File: src/hw/rtl/mccr_ram.sv
// ----------------------------------------------------------------------------
// mccr_ram
// Generic single-port synchronous RAM, registered read.
// ----------------------------------------------------------------------------
module mccr_ram #(
   parameter int WIDTH = 8,
   parameter int DEPTH = 256
) (
   input  logic                     clock,
   input  logic                     wr_en,
   input  logic [$clog2(DEPTH)-1:0] addr,
   input  logic [WIDTH-1:0]         wr_data,
   output logic [WIDTH-1:0]         rd_data
);

   logic [WIDTH-1:0] mem [DEPTH];
   logic [WIDTH-1:0] rd_data_ff;

   always_ff @(posedge clock) begin
      if (wr_en) begin
         mem[addr] <= wr_data;
      end
      rd_data_ff <= mem[addr];
   end

   assign rd_data = rd_data_ff;

endmodule

File: config.mk
export PLATFORM = sky130hd
export DESIGN_NAME = mccr_ram
export DESIGN_NICKNAME = d
export VERILOG_FILES = /design/src/hw/rtl/mccr_ram.sv
export SDC_FILE = /design/constraint.sdc
export NUM_CORES = 2
export LEC_CHECK = 0
export BUFFER_PORTS_ARGS = -buffer_cell sky130_fd_sc_hd__buf_2
export CAP_MARGIN = 5
export CORE_MARGIN = 3
export CORE_UTILIZATION = 30
export CTS_CLUSTER_DIAMETER = 40
export CTS_CLUSTER_SIZE = 12
export DETAILED_ROUTE_END_ITERATION = 12
export SLEW_MARGIN = 5
export SYNTH_ARGS = -nofsm -noshare
export SYNTH_HDL_FRONTEND = slang
export SYNTH_SLANG_ARGS = --single-unit
File: constraint.sdc
create_clock -name clock -period 4.9 [get_ports clock]
set_input_delay 0.49 -clock clock [delete_from_list [all_inputs] [get_ports clock]]
set_output_delay 0.49 -clock clock [all_outputs]
set_load 0.1 [all_outputs]
# Word level (Yosys, flattened, before mapping)
# Memories as Yosys holds them, arrays and structs flattened. A register that Yosys moved wholly into a read port is not among the register bits.
# Index checks and enable logic that the tools add are counted.
totals:
  ff_bits: 0
  latch_bits: 0
  mem_bits_rw: 2048
  romBits: 0
  input_bits: 18
  output_inout_bits: 8
  wordCells: 3
  mem_count: 1
classes:
  add_sub_neg: 0
  n_mul: 0
  n_div: 0
  n_lt_le_gt_ge: 0
  eq_ne: 0
  shift: 0
  mux: 2
  n_bitwise: 0
  reduce_logical: 0
mem_list:
  columns: ["memory", "words", "width", "rd", "rd_ports_with_merged_regs", "write_ports", "line", "rtl"]
  rows:
  - ["mem", 256, 8, 1, 1, 1, "16", "logic [WIDTH-1:0] mem [DEPTH];"]
ops:
  columns: ["cell", "count"]
  rows:
  - ["two-way mux 1 bit", 2]

# Depth between registers and ports, before layout
depth:
  ltp_word: 2
  mapped_depth: 10
  ltp_nobuf: 5

# Worst setup path after synthesis
# No wires, ideal clock.
synth_path:
  kind: "input -> register"
  start: "input port addr[1]"
  end: "memory mem[111][0] (enable)"
  setup_ns: 0.370
  arrival_ns: 2.339
  t_required_ns: 4.530
  setup_slack_ns: 2.191
  path_stages: 9
  n_path_buf: 5
  path_cell_list: "buf_2 > clkbuf_1 > clkbuf_1 > nand2_1 > buf_2 > nor2_1 > nand2_1 > clkbuf_1 > nor2_1"
synth_rtl:
  columns: ["item", "line", "rtl"]
  rows:
  - ["from (decl)", "11", "input logic [$clog2(DEPTH)-1:0] addr,"]
  - ["to (decl)", "16", null]
# No word-level cell before the write port.

==> results.yml <==
clock_tree:
  postCtsHoldBufs: 0
  clockRootBuffer: "clkbuf_16"
  cts_setup_buffers: 0
  clkTransAtPathRegs_ps: 50
  cts.repair.resized: 0
  clk_latency_ps: 880
  numCtsBuffers: 292
  cts_tree: "built"
  clock_path_buffers: 4
  ctsHtreeMaxLevel: 5
  numClockSinks: 2056
setup_path:
  critPathLaunchType: "input port"
  path_max_fanout: 55
  slowest_delay_ps: 1150
  setup.worst_path.class: "in -> reg"
  cpMaxStageDelayCell: "o41ai_1"
  cp_data_arrival_time_ps: 3840
  endpoint_kind: "register"
  worstPathCellList: "buf_8 > buf_12 > mux4_2 > a22oi_1 > a21oi_1 > o41ai_1 > nand4_1"
  crit_required_ps: 5580
detailed_routing:
  viasPerCell: 5.08
  avgRoutedWirePerCell_um: 25.9
  drc: 0
  vias: 38300
  firstDrtPassIters: 6
  ant_nets: 0
  drt_iter0_markers: 4464
  routed_wl_um: 195000
sta:
  worstMarginPinSlew_ps: 1300
  slew_violations: 0
  setup_viol: 0
  slew_headroom: 0.136
  setup_ws_ps: 1740
  hold_slack_ps: 23.7
  hold_viol_final: 0
  rsz0062_at_grt: "no"
  achievable-frequency_mhz: 316
  finalSetupTns_ps: 0
  finalClockSkew_ps: 48.7
  fin_crit_sh: 0.646
  min_period_ps: 3160
floorplanning:
  die_area_um2: 268000
  dieWidth_um: 518
  start_util: 0.302
  ios: 26
  rows: 187
  core_um2: 260000
  die_h_um: 518
logic_synthesis:
  syn_nets: 3565
  syn_area_per_cell_um2: 22.1
  synthCells: 3547
  ys_warn_count: 0
  synth-seq-area-share: 0.786
  syn-cell-area_um2: 78500
  synth_cell_type_count: 22
  synth_seq_cells: 2056
cells_and_area:
  fill_cells: 23600
  syn_to_final_growth_pct: 18.7
  fin_cells: 7546
  layout-drive-gt1-share: 0.296
  final_area_um2: 93200
  layout_common_cells: "2048 x edfxtp_1, 512 x mux4_2, 295 x clkbuf_16"
  nets: 3862
  layout_commonest_cell: "edfxtp_1"
run:
  maxCapViolCount: 0
global_route:
  use_met3: 0.0298
  busiest_layer: "met2"
  use_met1: 0.200
  use_met2: 0.227
  antenna_found_initial: 10
  grt_util_all_layers: 0.143
  grt_max_degree: 166
  first_global_vias: 39100
  grt_overflow: 0
  grt_pass1_wl_um: 285000
worst_hold_path:
  hold_class: "in -> reg"
placed_design:
  pre_cts_slack_ps: 662
  io_buffers: 25
  dp_cells: 7046
  place_area_um2: 84000
  dp_hpwl_um: 114000
  routabilityCongestion: 0.786
power_and_ir_drop:
  p_leak_nw: 28.4
  max-vdd-ir-drop_v: 0.000351
  p_per_area_nw_per_um2: 441
outcome:
  outcome: "complete, no violations"
[stage by stage]
stage	total power, W	util
floorplan	0.0207	-
global route	0.0422	0.358
CTS	0.0414	0.358
global placement	0.0215	0.323
finish	0.0411	0.359
detailed placement	0.0215	0.323
[synth_stat cells (all sizes together)]
cell	instances	area, um2
edfxtp	2048	61500
mux4	512	11500
a22oi	256	1920
nor2	232	871
clkbuf	145	544
a21oi	128	641
buf	87	552
o41ai	32	280
nor3	30	150
nand2	28	105
nand3	13	65.1
dfxtp	8	160
nand4	8	50.1
nor2b	7	43.8
nand2b	6	37.5
and2	3	18.8
or2	2	12.5
inv	1	3.75
or3	1	6.26
[worst max-delay path, delay by kind of cell]
family	cells	cell delay [ps]
AOI/OAI and AO/OA	3	1520
buffers and inverters	2	900
muxes	1	570
and+or+nand+nor	1	170
[area by class of cell]
class,count,area (um2),area share
clock inverter,174,1690,0.0182
inverter,1,3.75,0.0000403
timing repair buffer,235,2140,0.0230
clock buffer,320,7510,0.0805
tap,3496,4370,0.0469
antenna,6,15.0,0.000161
multi-input combinational,1258,15800,0.170
sequential,2056,61700,0.662
[path summary, 6_finish.rpt]
check	start	end	slack, ps	cells past startpoint
worst max-delay path	addr[0]	rd_data[4]	1740	7
worst min-delay path	wr_data[0]	mem[72][0]	20	1
worst max register to register	mem[142][4]	rd_data[4]	2100	5
worst min register to register	mem[58][1]	rd_data[1]	1020	5
[kinds of logic after synthesis]
logic type / after synthesis / synth area share
flops: 2056 / 0.786
mux: 512 / 0.147
compound gates: 416 / 0.0362
simple gates: 330 / 0.0173
buf+inv: 233 / 0.0140
[per-layer routing]
metal  vias up  routed length [um]
li1      15800                   -
met1     20700               81400
met2      1511               93900
met3       356               14500
met4        10                5370
met5         -                  57
[power breakdown]
group | internal [W] | switching [W] | total (W)
Combinational | 0.000572 | 0.00114 | 0.00171
Sequential | 0.0194 | 0.0000387 | 0.0194
Clock | 0.0123 | 0.00762 | 0.0199
[sequential cells by signal, summed over array words and instances (netlist names)]
name     count
rd_data      8
mem       2048
(Power assumes the default switching activity.)
